### config.mk
export PLATFORM = sky130hd
export DESIGN_NAME = line_position_pid_drive_unit
export DESIGN_NICKNAME = d
export VERILOG_FILES = /design/src/hw/rtl/lpd_pkg.sv /design/src/hw/rtl/line_position_pid_drive_unit.sv
export VERILOG_INCLUDE_DIRS = /design/src /design/src/hw/rtl
export SDC_FILE = /design/constraint.sdc
export NUM_CORES = 2
export LEC_CHECK = 0
export ABC_AREA = 1
export BUFFER_PORTS_ARGS = -buffer_cell sky130_fd_sc_hd__buf_2
export CAP_MARGIN = 20
export CORE_MARGIN = 4
export CORE_UTILIZATION = 50
export CTS_BUF_LIST = sky130_fd_sc_hd__clkbuf_8
export DETAILED_ROUTE_END_ITERATION = 12
export HOLD_SLACK_MARGIN = 0.03
export MAX_ROUTING_LAYER = met4
export PLACE_DENSITY = 0.65
export REMOVE_ABC_BUFFERS = 1
export SLEW_MARGIN = 20
export SYNTH_ARGS = -nofsm -noshare
export SYNTH_HDL_FRONTEND = slang
export SYNTH_SLANG_ARGS = --single-unit
export TNS_END_PERCENT = 100
### constraint.sdc
create_clock -name clk -period 17.65 [get_ports clk]
set_clock_uncertainty 0.1 [all_clocks]
set_input_delay 0.8825 -clock clk [delete_from_list [all_inputs] [get_ports clk]]
set_output_delay 0.8825 -clock clk [all_outputs]
set_load 0.02 [all_outputs]
### src/hw/rtl/line_position_pid_drive_unit_defines.svh
// Assertion macros for the line position PID drive unit.
`ifndef LINE_POSITION_PID_DRIVE_UNIT_DEFINES_SVH
`define LINE_POSITION_PID_DRIVE_UNIT_DEFINES_SVH

// Check a consequence in the same cycle as its trigger.
`define LPD_CHECK(name, pre, post, msg) \
  name: assert property (@(posedge clk) disable iff (rst) (pre) |-> (post)) \
    else $error(msg);

// Check a consequence in the cycle after its trigger.
`define LPD_CHECK_NEXT(name, pre, post, msg) \
  name: assert property (@(posedge clk) disable iff (rst) (pre) |=> (post)) \
    else $error(msg);

`endif

### src/hw/rtl/lpd_pkg.sv
package lpd_pkg;

  // Fixed point format
  localparam int FRAC_BITS  = 8;

  // Field widths
  localparam int SENS_W     = 12;
  localparam int GAIN_W     = 16;
  localparam int DCFG_W     = 7;
  localparam int OUT_W      = 16;
  localparam int ADDR_W     = 5;
  localparam int DATA_W     = 32;

  // Centroid widths: weighted sum, plain sum, magnitude times ten
  localparam int WSUM_W     = 15;
  localparam int SUM_W      = 14;
  localparam int ABS10_W    = 18;

  // Error path widths
  localparam int ERR_W      = FRAC_BITS + 6;
  localparam int DIFF_W     = FRAC_BITS + 7;
  localparam int Q_W        = FRAC_BITS + 5;
  localparam int DVD_W      = FRAC_BITS + ABS10_W;
  localparam int DIV_CNT_W  = $clog2(Q_W);

  // PID and duty widths
  localparam int PROD_W     = GAIN_W + 1 + DIFF_W;
  localparam int ACC_W      = PROD_W + 2;
  localparam int CORR_W     = ACC_W - FRAC_BITS + 1;
  localparam int DUTY_W     = CORR_W + 1;
  localparam int DOUT_W     = FRAC_BITS + DCFG_W;
  localparam int JUNC_W     = DOUT_W + 1;

  // Error constants
  localparam logic signed [ERR_W-1:0]  ERR_LOST = ERR_W'(25 << FRAC_BITS);
  localparam logic signed [DIFF_W-1:0] ESUM_HI  = DIFF_W'(30 << FRAC_BITS);
  localparam logic signed [DIFF_W-1:0] ESUM_LO  = -ESUM_HI;
  localparam int                       ESUM_LIM = 30 << FRAC_BITS;
  localparam logic [ACC_W-1:0]         RND_HALF = ACC_W'(1 << (FRAC_BITS - 1));

  // Register reset values
  localparam logic [DCFG_W-1:0] BASE_RST   = 7'd49;
  localparam logic [DCFG_W-1:0] MIN_RST    = 7'd39;
  localparam logic [DCFG_W-1:0] MAX_RST    = 7'd59;
  localparam logic [SENS_W-1:0] DARK_RST   = 12'd400;
  localparam logic [SENS_W-1:0] BRIGHT_RST = 12'd2000;

  typedef enum logic [2:0] {
    REG_PROP_GAIN     = 3'd0,
    REG_INTEGRAL_GAIN = 3'd1,
    REG_DERIV_GAIN    = 3'd2,
    REG_BASE_DUTY     = 3'd3,
    REG_MIN_DUTY      = 3'd4,
    REG_MAX_DUTY      = 3'd5,
    REG_DARK_LEVEL    = 3'd6,
    REG_BRIGHT_LEVEL  = 3'd7
  } reg_idx_t;

  typedef enum logic [2:0] {
    MNV_STRAIGHT = 3'd0,
    MNV_JUNCTION = 3'd1,
    MNV_LEFT     = 3'd2,
    MNV_RIGHT    = 3'd3,
    MNV_DARK     = 3'd4,
    MNV_BLIND    = 3'd5
  } mnv_t;

  typedef enum logic [3:0] {
    ST_IDLE,
    ST_PREP,
    ST_SCALE,
    ST_DIV,
    ST_ERR,
    ST_UPD,
    ST_MUL_P,
    ST_MUL_I,
    ST_MUL_D,
    ST_ACC,
    ST_ROUND,
    ST_DUTY_L,
    ST_DUTY_R,
    ST_OUT
  } state_t;

endpackage

### src/hw/rtl/line_position_pid_drive_unit.sv
// An accepted scan steps through the sequencer to ST_OUT, which waits while out_stall
// holds a pending result. One scan at a time: in_stall is high from acceptance until the
// result is loaded into the output register.
// The sequence runs through the restoring divider (FRAC_BITS+5 steps) and three passes
// through the one multiplier. Synchronous reset clears the sequencer, the error
// history and the output valid, and loads the register defaults.
`include "line_position_pid_drive_unit_defines.svh"

module line_position_pid_drive_unit
  import lpd_pkg::*;
(
  input  logic              clk,
  input  logic              rst,
  // scan channel
  input  logic              in_valid,
  output logic              in_stall,
  input  logic [SENS_W-1:0] sensor_a,
  input  logic [SENS_W-1:0] sensor_b,
  input  logic [SENS_W-1:0] sensor_c,
  input  logic [SENS_W-1:0] sensor_d,
  // drive channel
  output logic              out_valid,
  input  logic              out_stall,
  output logic [OUT_W-1:0]  left_duty,
  output logic [OUT_W-1:0]  right_duty,
  output logic              left_reverse,
  output logic              right_reverse,
  output logic [2:0]        manoeuvre,
  // register port
  input  logic              psel,
  input  logic              penable,
  input  logic              pwrite,
  input  logic [ADDR_W-1:0] paddr,
  input  logic [DATA_W-1:0] pwdata,
  output logic [DATA_W-1:0] prdata,
  output logic              pready
);

  state_t state, state_next;
  logic   out_load;

  // configuration registers
  logic [GAIN_W-1:0] prop_gain, integral_gain, deriv_gain;
  logic [DCFG_W-1:0] base_duty, min_duty, max_duty;
  logic [SENS_W-1:0] dark_level, bright_level;
  reg_idx_t          reg_idx;
  logic              cfg_wr;

  // scan and class
  logic [SENS_W-1:0] sa, sb, sc, sd;
  logic              lit, lrev, rrev;
  mnv_t              mnv;

  // centroid and divider
  logic signed [WSUM_W-1:0] wsum;
  logic [SUM_W-1:0]         sum;
  logic                     wneg;
  logic [SUM_W-1:0]         rem;
  logic [Q_W-1:0]           quo;
  logic [DIV_CNT_W-1:0]     div_cnt;

  // PID state and datapath
  logic signed [ERR_W-1:0]  err, last_error, esum;
  logic signed [DIFF_W-1:0] diff;
  logic signed [PROD_W-1:0] prod;
  logic signed [ACC_W-1:0]  acc;
  logic signed [CORR_W-1:0] corr;
  logic [DOUT_W-1:0]        left_val, right_val;

  // combinational terms
  logic signed [WSUM_W-1:0] ea, eb, ec, ed, wsum_c;
  logic [SUM_W-1:0]         sum_c, absw;
  logic                     lit_c, lrev_c, rrev_c;
  logic                     hi_a, hi_b, hi_c, hi_d, lo_a, lo_b, lo_c, lo_d;
  mnv_t                     mnv_c;
  logic [ABS10_W-1:0]       abs10;
  logic [DVD_W-1:0]         dvd_c;
  logic [SUM_W:0]           shifted, trial;
  logic                     div_ge;
  logic signed [ERR_W-1:0]  qs, err_c;
  logic signed [DIFF_W-1:0] err_x, last_x, esum_x, esum_t, esum_c;
  logic [GAIN_W-1:0]        gain_sel;
  logic signed [DIFF_W-1:0] opnd;
  logic signed [PROD_W-1:0] prod_c;
  logic signed [ACC_W-1:0]  prod_x;
  logic [ACC_W-1:0]         acc_mag, acc_rnd;
  logic signed [CORR_W-1:0] corr_pos;
  logic signed [DUTY_W-1:0] base_s, lo_s, hi_s, corr_x, duty_v, duty_c1, duty_c2;
  logic [JUNC_W-1:0]        junc_l, junc_r;

  // register port: always ready, write on the access beat
  assign pready  = 1'b1;
  assign reg_idx = reg_idx_t'(paddr[ADDR_W-1:2]);
  assign cfg_wr  = psel & penable & pwrite;

  always_comb begin
    case (reg_idx)
      REG_PROP_GAIN:     prdata = DATA_W'(prop_gain);
      REG_INTEGRAL_GAIN: prdata = DATA_W'(integral_gain);
      REG_DERIV_GAIN:    prdata = DATA_W'(deriv_gain);
      REG_BASE_DUTY:     prdata = DATA_W'(base_duty);
      REG_MIN_DUTY:      prdata = DATA_W'(min_duty);
      REG_MAX_DUTY:      prdata = DATA_W'(max_duty);
      REG_DARK_LEVEL:    prdata = DATA_W'(dark_level);
      REG_BRIGHT_LEVEL:  prdata = DATA_W'(bright_level);
      default:           prdata = '0;
    endcase
  end

  always_ff @(posedge clk) begin
    if (rst) begin
      prop_gain     <= '0;
      integral_gain <= '0;
      deriv_gain    <= '0;
      base_duty     <= BASE_RST;
      min_duty      <= MIN_RST;
      max_duty      <= MAX_RST;
      dark_level    <= DARK_RST;
      bright_level  <= BRIGHT_RST;
    end else if (cfg_wr) begin
      case (reg_idx)
        REG_PROP_GAIN:     prop_gain     <= pwdata[GAIN_W-1:0];
        REG_INTEGRAL_GAIN: integral_gain <= pwdata[GAIN_W-1:0];
        REG_DERIV_GAIN:    deriv_gain    <= pwdata[GAIN_W-1:0];
        REG_BASE_DUTY:     base_duty     <= pwdata[DCFG_W-1:0];
        REG_MIN_DUTY:      min_duty      <= pwdata[DCFG_W-1:0];
        REG_MAX_DUTY:      max_duty      <= pwdata[DCFG_W-1:0];
        REG_DARK_LEVEL:    dark_level    <= pwdata[SENS_W-1:0];
        REG_BRIGHT_LEVEL:  bright_level  <= pwdata[SENS_W-1:0];
        default: ;
      endcase
    end
  end

  // sequencer
  always_ff @(posedge clk) begin
    if (rst) begin
      state <= ST_IDLE;
    end else begin
      state <= state_next;
    end
  end

  always_comb begin
    state_next = state;
    in_stall   = (state != ST_IDLE);
    out_load   = 1'b0;
    case (state)
      ST_IDLE:   if (in_valid) state_next = ST_PREP;
      ST_PREP:   state_next = ST_SCALE;
      ST_SCALE:  state_next = ST_DIV;
      ST_DIV:    if (div_cnt == '0) state_next = ST_ERR;
      ST_ERR:    state_next = ST_UPD;
      ST_UPD:    state_next = ST_MUL_P;
      ST_MUL_P:  state_next = ST_MUL_I;
      ST_MUL_I:  state_next = ST_MUL_D;
      ST_MUL_D:  state_next = ST_ACC;
      ST_ACC:    state_next = ST_ROUND;
      ST_ROUND:  state_next = ST_DUTY_L;
      ST_DUTY_L: state_next = ST_DUTY_R;
      ST_DUTY_R: state_next = ST_OUT;
      ST_OUT: begin
        if (!out_valid || !out_stall) begin
          out_load   = 1'b1;
          state_next = ST_IDLE;
        end
      end
      default:   state_next = ST_IDLE;
    endcase
  end

  // weighted centroid terms and scan class
  assign ea     = $signed(WSUM_W'(sa));
  assign eb     = $signed(WSUM_W'(sb));
  assign ec     = $signed(WSUM_W'(sc));
  assign ed     = $signed(WSUM_W'(sd));
  assign wsum_c = (ea <<< 1) + ea + eb - ec - (ed <<< 1) - ed;
  assign sum_c  = SUM_W'(sa) + SUM_W'(sb) + SUM_W'(sc) + SUM_W'(sd);
  assign lit_c  = (sa > dark_level) | (sb > dark_level) | (sc > dark_level) |
                  (sd > dark_level);

  assign hi_a = sa > bright_level;
  assign hi_b = sb > bright_level;
  assign hi_c = sc > bright_level;
  assign hi_d = sd > bright_level;
  assign lo_a = sa < bright_level;
  assign lo_b = sb < bright_level;
  assign lo_c = sc < bright_level;
  assign lo_d = sd < bright_level;

  always_comb begin
    if (hi_a && hi_b && hi_c && hi_d) begin
      mnv_c = MNV_JUNCTION; lrev_c = 1'b1; rrev_c = 1'b0;
    end else if (hi_a && lo_d) begin
      mnv_c = MNV_LEFT;     lrev_c = 1'b1; rrev_c = 1'b0;
    end else if (lo_a && hi_d) begin
      mnv_c = MNV_RIGHT;    lrev_c = 1'b0; rrev_c = 1'b1;
    end else if (lo_a && lo_b && lo_c && lo_d) begin
      mnv_c = MNV_DARK;     lrev_c = 1'b0; rrev_c = 1'b1;
    end else if (lo_b && lo_c) begin
      mnv_c = MNV_BLIND;    lrev_c = 1'b0; rrev_c = 1'b0;
    end else begin
      mnv_c = MNV_STRAIGHT; lrev_c = 1'b0; rrev_c = 1'b0;
    end
  end

  // dividend: |wsum| * 10 << FRAC_BITS, plus half the divisor for rounding
  assign absw  = wneg ? SUM_W'(-wsum) : SUM_W'(wsum);
  assign abs10 = (ABS10_W'(absw) << 3) + (ABS10_W'(absw) << 1);
  assign dvd_c = (DVD_W'(abs10) << FRAC_BITS) + DVD_W'(sum >> 1);

  // one restoring divider step
  assign shifted = {rem, quo[Q_W-1]};
  assign div_ge  = shifted >= {1'b0, sum};
  assign trial   = shifted - {1'b0, sum};

  // error: rounded centroid, or the line-lost value
  assign qs = $signed({1'b0, quo});
  always_comb begin
    if (!lit) begin
      err_c = (last_error > 0) ? ERR_LOST : -ERR_LOST;
    end else if (sum == '0) begin
      err_c = '0;
    end else begin
      err_c = wneg ? -qs : qs;
    end
  end

  // integral update with clamp
  assign err_x  = $signed({err[ERR_W-1], err});
  assign last_x = $signed({last_error[ERR_W-1], last_error});
  assign esum_x = $signed({esum[ERR_W-1], esum});
  assign esum_t = esum_x + err_x;
  assign esum_c = (esum_t > ESUM_HI) ? ESUM_HI : ((esum_t < ESUM_LO) ? ESUM_LO : esum_t);

  // shared multiplier operand select
  always_comb begin
    case (state)
      ST_MUL_P: begin
        gain_sel = prop_gain;
        opnd     = err_x;
      end
      ST_MUL_I: begin
        gain_sel = integral_gain;
        opnd     = esum_x;
      end
      default: begin
        gain_sel = deriv_gain;
        opnd     = diff;
      end
    endcase
  end

  assign prod_c = $signed({1'b0, gain_sel}) * opnd;
  assign prod_x = $signed({{(ACC_W-PROD_W){prod[PROD_W-1]}}, prod});

  // round the sum of products down by FRAC_BITS bits to the duty scale, ties away from zero
  assign acc_mag  = acc[ACC_W-1] ? ACC_W'(-acc) : ACC_W'(acc);
  assign acc_rnd  = acc_mag + RND_HALF;
  assign corr_pos = $signed({1'b0, acc_rnd[ACC_W-1:FRAC_BITS]});

  // duty around base, clamped to min then max; left subtracts, right adds
  assign base_s  = $signed({{(DUTY_W-DOUT_W){1'b0}}, base_duty, {FRAC_BITS{1'b0}}});
  assign lo_s    = $signed({{(DUTY_W-DOUT_W){1'b0}}, min_duty, {FRAC_BITS{1'b0}}});
  assign hi_s    = $signed({{(DUTY_W-DOUT_W){1'b0}}, max_duty, {FRAC_BITS{1'b0}}});
  assign corr_x  = $signed({corr[CORR_W-1], corr});
  assign duty_v  = base_s + ((state == ST_DUTY_L) ? -corr_x : corr_x);
  assign duty_c1 = (duty_v < lo_s) ? lo_s : duty_v;
  assign duty_c2 = (duty_c1 > hi_s) ? hi_s : duty_c1;

  // junction boost: floor of 1.5 times the duty
  assign junc_l = (mnv == MNV_JUNCTION) ?
                  JUNC_W'(left_val) + JUNC_W'(left_val >> 1) : JUNC_W'(left_val);
  assign junc_r = (mnv == MNV_JUNCTION) ?
                  JUNC_W'(right_val) + JUNC_W'(right_val >> 1) : JUNC_W'(right_val);

  // error history and output valid
  always_ff @(posedge clk) begin
    if (rst) begin
      last_error <= '0;
      esum       <= '0;
      out_valid  <= 1'b0;
    end else begin
      if (state == ST_UPD) begin
        last_error <= err;
        esum       <= esum_c[ERR_W-1:0];
      end
      if (out_load) begin
        out_valid <= 1'b1;
      end else if (!out_stall) begin
        out_valid <= 1'b0;
      end
    end
  end

  // datapath registers
  always_ff @(posedge clk) begin
    case (state)
      ST_IDLE: begin
        if (in_valid) begin
          sa <= sensor_a;
          sb <= sensor_b;
          sc <= sensor_c;
          sd <= sensor_d;
        end
      end
      ST_PREP: begin
        wsum <= wsum_c;
        wneg <= wsum_c[WSUM_W-1];
        sum  <= sum_c;
        lit  <= lit_c;
        mnv  <= mnv_c;
        lrev <= lrev_c;
        rrev <= rrev_c;
      end
      ST_SCALE: begin
        rem     <= SUM_W'(dvd_c[DVD_W-1:Q_W]);
        quo     <= dvd_c[Q_W-1:0];
        div_cnt <= DIV_CNT_W'(Q_W - 1);
      end
      ST_DIV: begin
        rem     <= div_ge ? trial[SUM_W-1:0] : shifted[SUM_W-1:0];
        quo     <= {quo[Q_W-2:0], div_ge};
        div_cnt <= div_cnt - 1'b1;
      end
      ST_ERR:   err  <= err_c;
      ST_UPD:   diff <= err_x - last_x;
      ST_MUL_P: prod <= prod_c;
      ST_MUL_I: begin
        prod <= prod_c;
        acc  <= prod_x;
      end
      ST_MUL_D: begin
        prod <= prod_c;
        acc  <= acc + prod_x;
      end
      ST_ACC:    acc  <= acc + prod_x;
      ST_ROUND:  corr <= acc[ACC_W-1] ? -corr_pos : corr_pos;
      ST_DUTY_L: left_val  <= duty_c2[DOUT_W-1:0];
      ST_DUTY_R: right_val <= duty_c2[DOUT_W-1:0];
      ST_OUT: begin
        if (out_load) begin
          left_duty     <= OUT_W'(junc_l);
          right_duty    <= OUT_W'(junc_r);
          left_reverse  <= lrev;
          right_reverse <= rrev;
          manoeuvre     <= mnv;
        end
      end
      default: ;
    endcase
  end

  `LPD_CHECK_NEXT(a_accept_starts_prep, in_valid && !in_stall, state == ST_PREP, "accepted scan did not start the sequencer")
  `LPD_CHECK(a_esum_in_range, 1'b1, (esum <= ESUM_LIM) && (esum >= -ESUM_LIM), "integral left its clamp range")
  `LPD_CHECK(a_valid_from_out, $rose(out_valid), $past(state) == ST_OUT, "result raised outside the output step")
  `LPD_CHECK(a_div_count_range, state == ST_DIV, div_cnt < DIV_CNT_W'(Q_W), "divider step count out of range")

endmodule

Yosys cells after proc, flatten, opt, wreduce, memory -nomap -nowiden
Index checks and enable logic that the tools add are counted.
{"block": "classes", "n_bitwise": 5, "n_mux": 37, "reduce_logical": 34, "n_lt_le_gt_ge": 18, "eq_ne": 25, "mul": 1, "n_addsub": 24}
{"cell": "32-bit case mux with 8 select lines", "n": 1}
{"cell": "14-bit 2-to-1 mux", "n": 8}
{"cell": "12-bit > comparator", "n": 8}
{"cell": "34-bit case mux with 2 select lines", "n": 1}
{"cell": "28-bit 2-to-1 mux", "n": 2}
{"cell": "4-bit case mux with 14 select lines", "n": 1}
{"cell": "12-bit less-than comparator", "n": 4}
{"cell": "15-bit 2-to-1 mux", "n": 3}
{"cell": "34-bit by 32-bit adder with 34-bit output", "n": 1}
{"cell": "34-bit by 8-bit adder with 34-bit output (second input constant)", "n": 1}
{"cell": "34-bit 2-to-1 mux", "n": 1}
{"cell": "34-bit negator", "n": 1}
{"cell": "15-bit by 14-bit adder with 16-bit output", "n": 2}
{"cell": "17-bit by 15-bit multiplier with 32-bit output", "n": 1}
{"cell": "16-bit case mux with 2 select lines", "n": 1}
{"cell": "15-bit case mux with 2 select lines", "n": 1}
{"cell": "15-bit by 13-bit subtractor with 15-bit output", "n": 2}
{"cell": "13-bit by 12-bit adder with 14-bit output", "n": 2}
{"cell": "16-bit by 28-bit adder with 28-bit output", "n": 1}
{"cell": "28-bit by 16-bit > comparator with 1-bit output", "n": 1}
{"cell": "28-bit by 16-bit less-than comparator with 1-bit output", "n": 1}
{"cell": "27-bit negator with 28-bit output", "n": 1}
{"cell": "14-bit case mux with 2 select lines", "n": 1}
{"cell": "26-bit negator with 27-bit output", "n": 1}
{"cell": "other kinds (46)", "n": 97}
{"block": "word_totals", "elab_cells": 186, "inputBits": 92, "ff_bits": 429, "output_inout_bits": 72}

Longest topological paths before layout
{"block": "depth", "word_depth": 7, "depth_mapped": 40, "mapped_depth_nobuf": 39}

Least setup slack after synthesis
OpenSTA, ideal clock, no wires.
{"block": "synth_timing", "path_kind": "register to register", "start": "register state[2]", "end": "register prod[28], data pin", "synth_period_minus_slack_ns": 6.993, "path_stages_with_launch": 31, "setup_slack_ns": 10.657, "t_arrival_ns": 6.634, "path_buffers": 1, "required_time_ns": 17.291, "setup_ns": 0.259, "cell_sequence": "dfxtp_1 > inv_1 > nor2_1 > inv_1 > nor2_1 > clkinv_1 > clkbuf_1 > nand2_1 > o221ai_1 > clkinv_1 > nand2_1 > fa_1 > inv_1 > fa_1 > fa_1 > ha_1 > inv_1 > fa_1 > inv_1 > fa_1 > ha_1 > a21oi_1 > a21boi_1 > o21ai_0 > a21boi_1 > o21ai_0 > a21oi_1 > nor3_1 > o21ai_0 > nand2_1 > xor2_1"}
{"block": "synth_between", "elab_chain_len": 3, "word_cells_on_any_way": 5, "classes_between": "1 x mul; 2 x eq/ne; 2 x mux"}
{"element": "from (decl)", "line_no": "line_position_pid_drive_unit.sv:39", "text": "state_t state, state_next;"}
{"element": "from (signal assigned)", "line_no": "line_position_pid_drive_unit.sv:140", "text": "state <= state_next;"}
{"element": "4-bit by 3-bit equality test with 1-bit output", "line_no": "line_position_pid_drive_unit.sv:238", "text": "case (state)"}
{"element": "16-bit case mux with 2 select lines / 15-bit case mux with 2 select lines (equally long branches)", "line_no": "line_position_pid_drive_unit.sv:238"}
{"element": "17-bit by 15-bit multiplier with 32-bit output *", "line_no": "line_position_pid_drive_unit.sv:254", "text": "assign prod_c = $signed({1'b0, gain_sel}) * opnd;"}
{"element": "via prod_c[28]", "line_no": "line_position_pid_drive_unit.sv:84", "text": "logic signed [PROD_W-1:0] prod_c;"}
{"element": "to (signal assigned)", "line_no": "line_position_pid_drive_unit.sv:328", "text": "ST_MUL_P: prod <= prod_c;"}
{"element": "to (signal assigned)", "line_no": "line_position_pid_drive_unit.sv:330", "text": "prod <= prod_c;"}
{"element": "to (signal assigned)", "line_no": "line_position_pid_drive_unit.sv:334", "text": "prod <= prod_c;"}
{"element": "to (decl)", "line_no": "line_position_pid_drive_unit.sv:65", "text": "logic signed [PROD_W-1:0] prod;"}
Mark *: on every way through the listed nets, which the timed path passes. The rest lies on a longest branch.
A chain may end at the register's enable or synchronous reset.

Worst setup path in the final report
Same ends and word-level chain as after synthesis.

==> results.txt <==
CP peak stage delay -> 0.87 ns
clock transition at the registers of the reported paths -> 0.07 ns
Non-Filler Instances -> 6,087
fin crit period -> 8.89 ns
Multi-input gate area -> 0.0246 mm2
vias in the first global route -> 31.8k
Hold Path Cell Cnt -> 1
WL/cell -> 17.0 um
number of fill cells -> 7,305
HPWL Detailed -> 82,000 um
slowest CP cell -> clkinv_1
Core ar. -> 0.0777 mm2
post-synth cell types -> 62
Placer Congestion -> 0.929
Startpoint Class -> register
leakage -> 20.2 nW
status -> completed
FF+latch area -> 0.0116 mm2
most common cell after layout, fill and taps aside -> nand2_1
Post-Synthesis Cells -> 4,829
H-tree levels -> 3
initial antenna violation count -> 17
most frequent cells in the layout -> nand2_1, inv_1, nor2_1, ha_1, a21oi_1
largest net degree at the start of global routing -> 76
Pre-antenna DRT Iters -> 6
# placed instances -> 5,935
chip width -> 289 um
Hold EP -> sd[1]$_DFFE_PP_
TNS Setup -> 0 ns
Synth Register Bits -> 429
Slew @ Worst Pin -> 1.10 ns
Root Driver -> clkbuf_8
boundary pin count -> 164
Clk Latency, worst-skew pair -> 0.66 ns
fin. max-slew vios -> 0
# hold bufs at CTS -> 0
first-pass GRT wire length -> 166,000 um
top_reg_cell synth -> edfxtp_1
Setup violations, final -> 0
die height -> 289 um
syn_area_per_cell -> 8.16 um2
share of synthesized registers carrying an async set or reset -> 0
total chip power -> 5.18 mW
maxcap violations -> 0
Design Area, Final -> 0.0428 mm2
vias per inst -> 5.37
slew margin rel. -> 0.266
CTS Buf Count -> 77
Post-Route WL -> 103,000 um
Area Growth Syn to Fin -> 8.56%
Row Count -> 102
via count -> 32.7k
post-CTS sizing -> 0
post-CTS setup buffer count -> 0
sequential share of the synthesized area -> 0.295
final hold vios -> 0
Final #Nets -> 5,717
post-synthesis cell area -> 0.0394 mm2
worst reg2reg setup slack -> 8.76 ns
period utilisation layout -> 0.504
DRC -> 0
gr usage total -> 0.256
Crit Reg-Reg Endpoint -> prod[28]$_DFFE_PP_
share of layout cells above drive strength 1 -> 0.0830
crit path kind -> reg -> reg
Fmax -> 113 MHz
top cells by area, synth -> edfxtp_1, fa_1, ha_1, nand2_1, inv_1
CTS tree -> built
r2r startpoint -> state[2]$_SDFFE_PP0P_
Starting Density -> 0.507
pwr/cell area -> 121 mW/mm2
hold crit path type -> in -> reg
min-delay src -> sensor_d[1]
Critical Path Sink Type -> register
die area -> 0.0834 mm2
post-route ant nets -> 0
Detailed Route Iter0 Violations -> 2,271
RSZ-0062 raised after global routing -> no
WP data required -> 17.96 ns
Clock Sinks -> 429
placed inst area -> 0.0412 mm2
crit-path max FO -> 17
total gr overflow -> 0
reg2reg path depth -> 30
crit path DAT -> 9.20 ns
Port Buffers -> 128
yosys warns -> 0
post-synth top area share -> 0.231
Peak supply drop -> 316 uV
Clock Tree Buf Depth -> 3
Post-synth EDFFs -> 303
area leader, netlist -> edfxtp_1
logic make-up after synthesis:
family,count (synthesis),share of synthesized area
flip-flops,429,0.295
other,2,0.000191
buffers and inverters,855,0.0844
adder cells (fa/ha/maj),651,0.256
XOR/XNOR,183,0.0411
AO/OA/AOI/OAI,870,0.125
AND/OR/NAND/NOR,1839,0.198
Yosys cell counts (all sizes together) (24+ instances only):
library cell  number
o221ai            34
edfxtp           303
nand3            201
nor3              44
inv              724
nand4             50
nor2             483
or2               27
xor2             116
buf               35
a31oi             24
o21ai            336
ha               390
clkbuf            83
nand2            998
xnor2             67
a21oi            337
fa               261
dfxtp            126
worst max-delay path by stage:
stage / from / to / cells past startpoint
after floorplan: state[2]$_SDFFE_PP0P_ / prod[25]$_DFFE_PP_ / 27
after global placement: state[2]$_SDFFE_PP0P_ / prod[28]$_DFFE_PP_ / 30
after detailed placement: state[2]$_SDFFE_PP0P_ / prod[28]$_DFFE_PP_ / 30
after CTS: state[2]$_SDFFE_PP0P_ / prod[28]$_DFFE_PP_ / 30
after global routing: state[2]$_SDFFE_PP0P_ / prod[25]$_DFFE_PP_ / 28
final: state[2]$_SDFFE_PP0P_ / prod[28]$_DFFE_PP_ / 30
layer usage:
metal,share of wire,wire length [um],track usage
met2,0.45,46600,0.402
met4,0.024,2520,0.0684
met3,0.073,7590,0.0421
met1,0.45,46600,0.347
met5,0,0,-
registers in the layout (all words and copies together) (netlist names), 15 cells and up:
signal,flops
acc,34
prod,32
corr,27
deriv_gain,16
integral_gain,16
left_duty,16
prop_gain,16
right_duty,16
diff,15
left_val,15
right_val,15
worst max-delay path, delay by kind of cell (launching register included):
family,cells,cell delay (ns)
AOI/OAI and AO/OA,8,1.74
xor gates and xnor gates,1,0.14
adders and majority gates,7,3.24
buffers and inverters,8,1.67
DFF,1,0.37
and+or+nand+nor,6,1.37
power breakdown:
part / switching (mW) / total (mW) / internal, mW
combinational: 1.72 / 2.76 / 1.05
clock: 0.448 / 0.941 / 0.493
sequential: 0.121 / 1.47 / 1.35
total: 2.28 / 5.18 / 2.89
area by class of cell:
cell class / count / area share
sequential: 429 / 0.272
inverter: 737 / 0.0647
tap: 1040 / 0.0304
timing repair buffer: 169 / 0.0222
clock buffer: 84 / 0.0270
antenna: 12 / 0.000702
clock inverter: 56 / 0.00895
multi-input combinational: 3560 / 0.574
through the flow:
stage                     utilization  hold WS [ns]  worst slack [ns]
after floorplan                     -         0.300             10.42
final                           0.550         0.281              8.76
after CTS                       0.550         0.214              8.78
after global placement          0.530         0.304              8.79
after detailed placement        0.530         0.315              8.79
after global routing            0.550         0.238              7.97
Note: power is estimated with default switching activity, not from simulation.
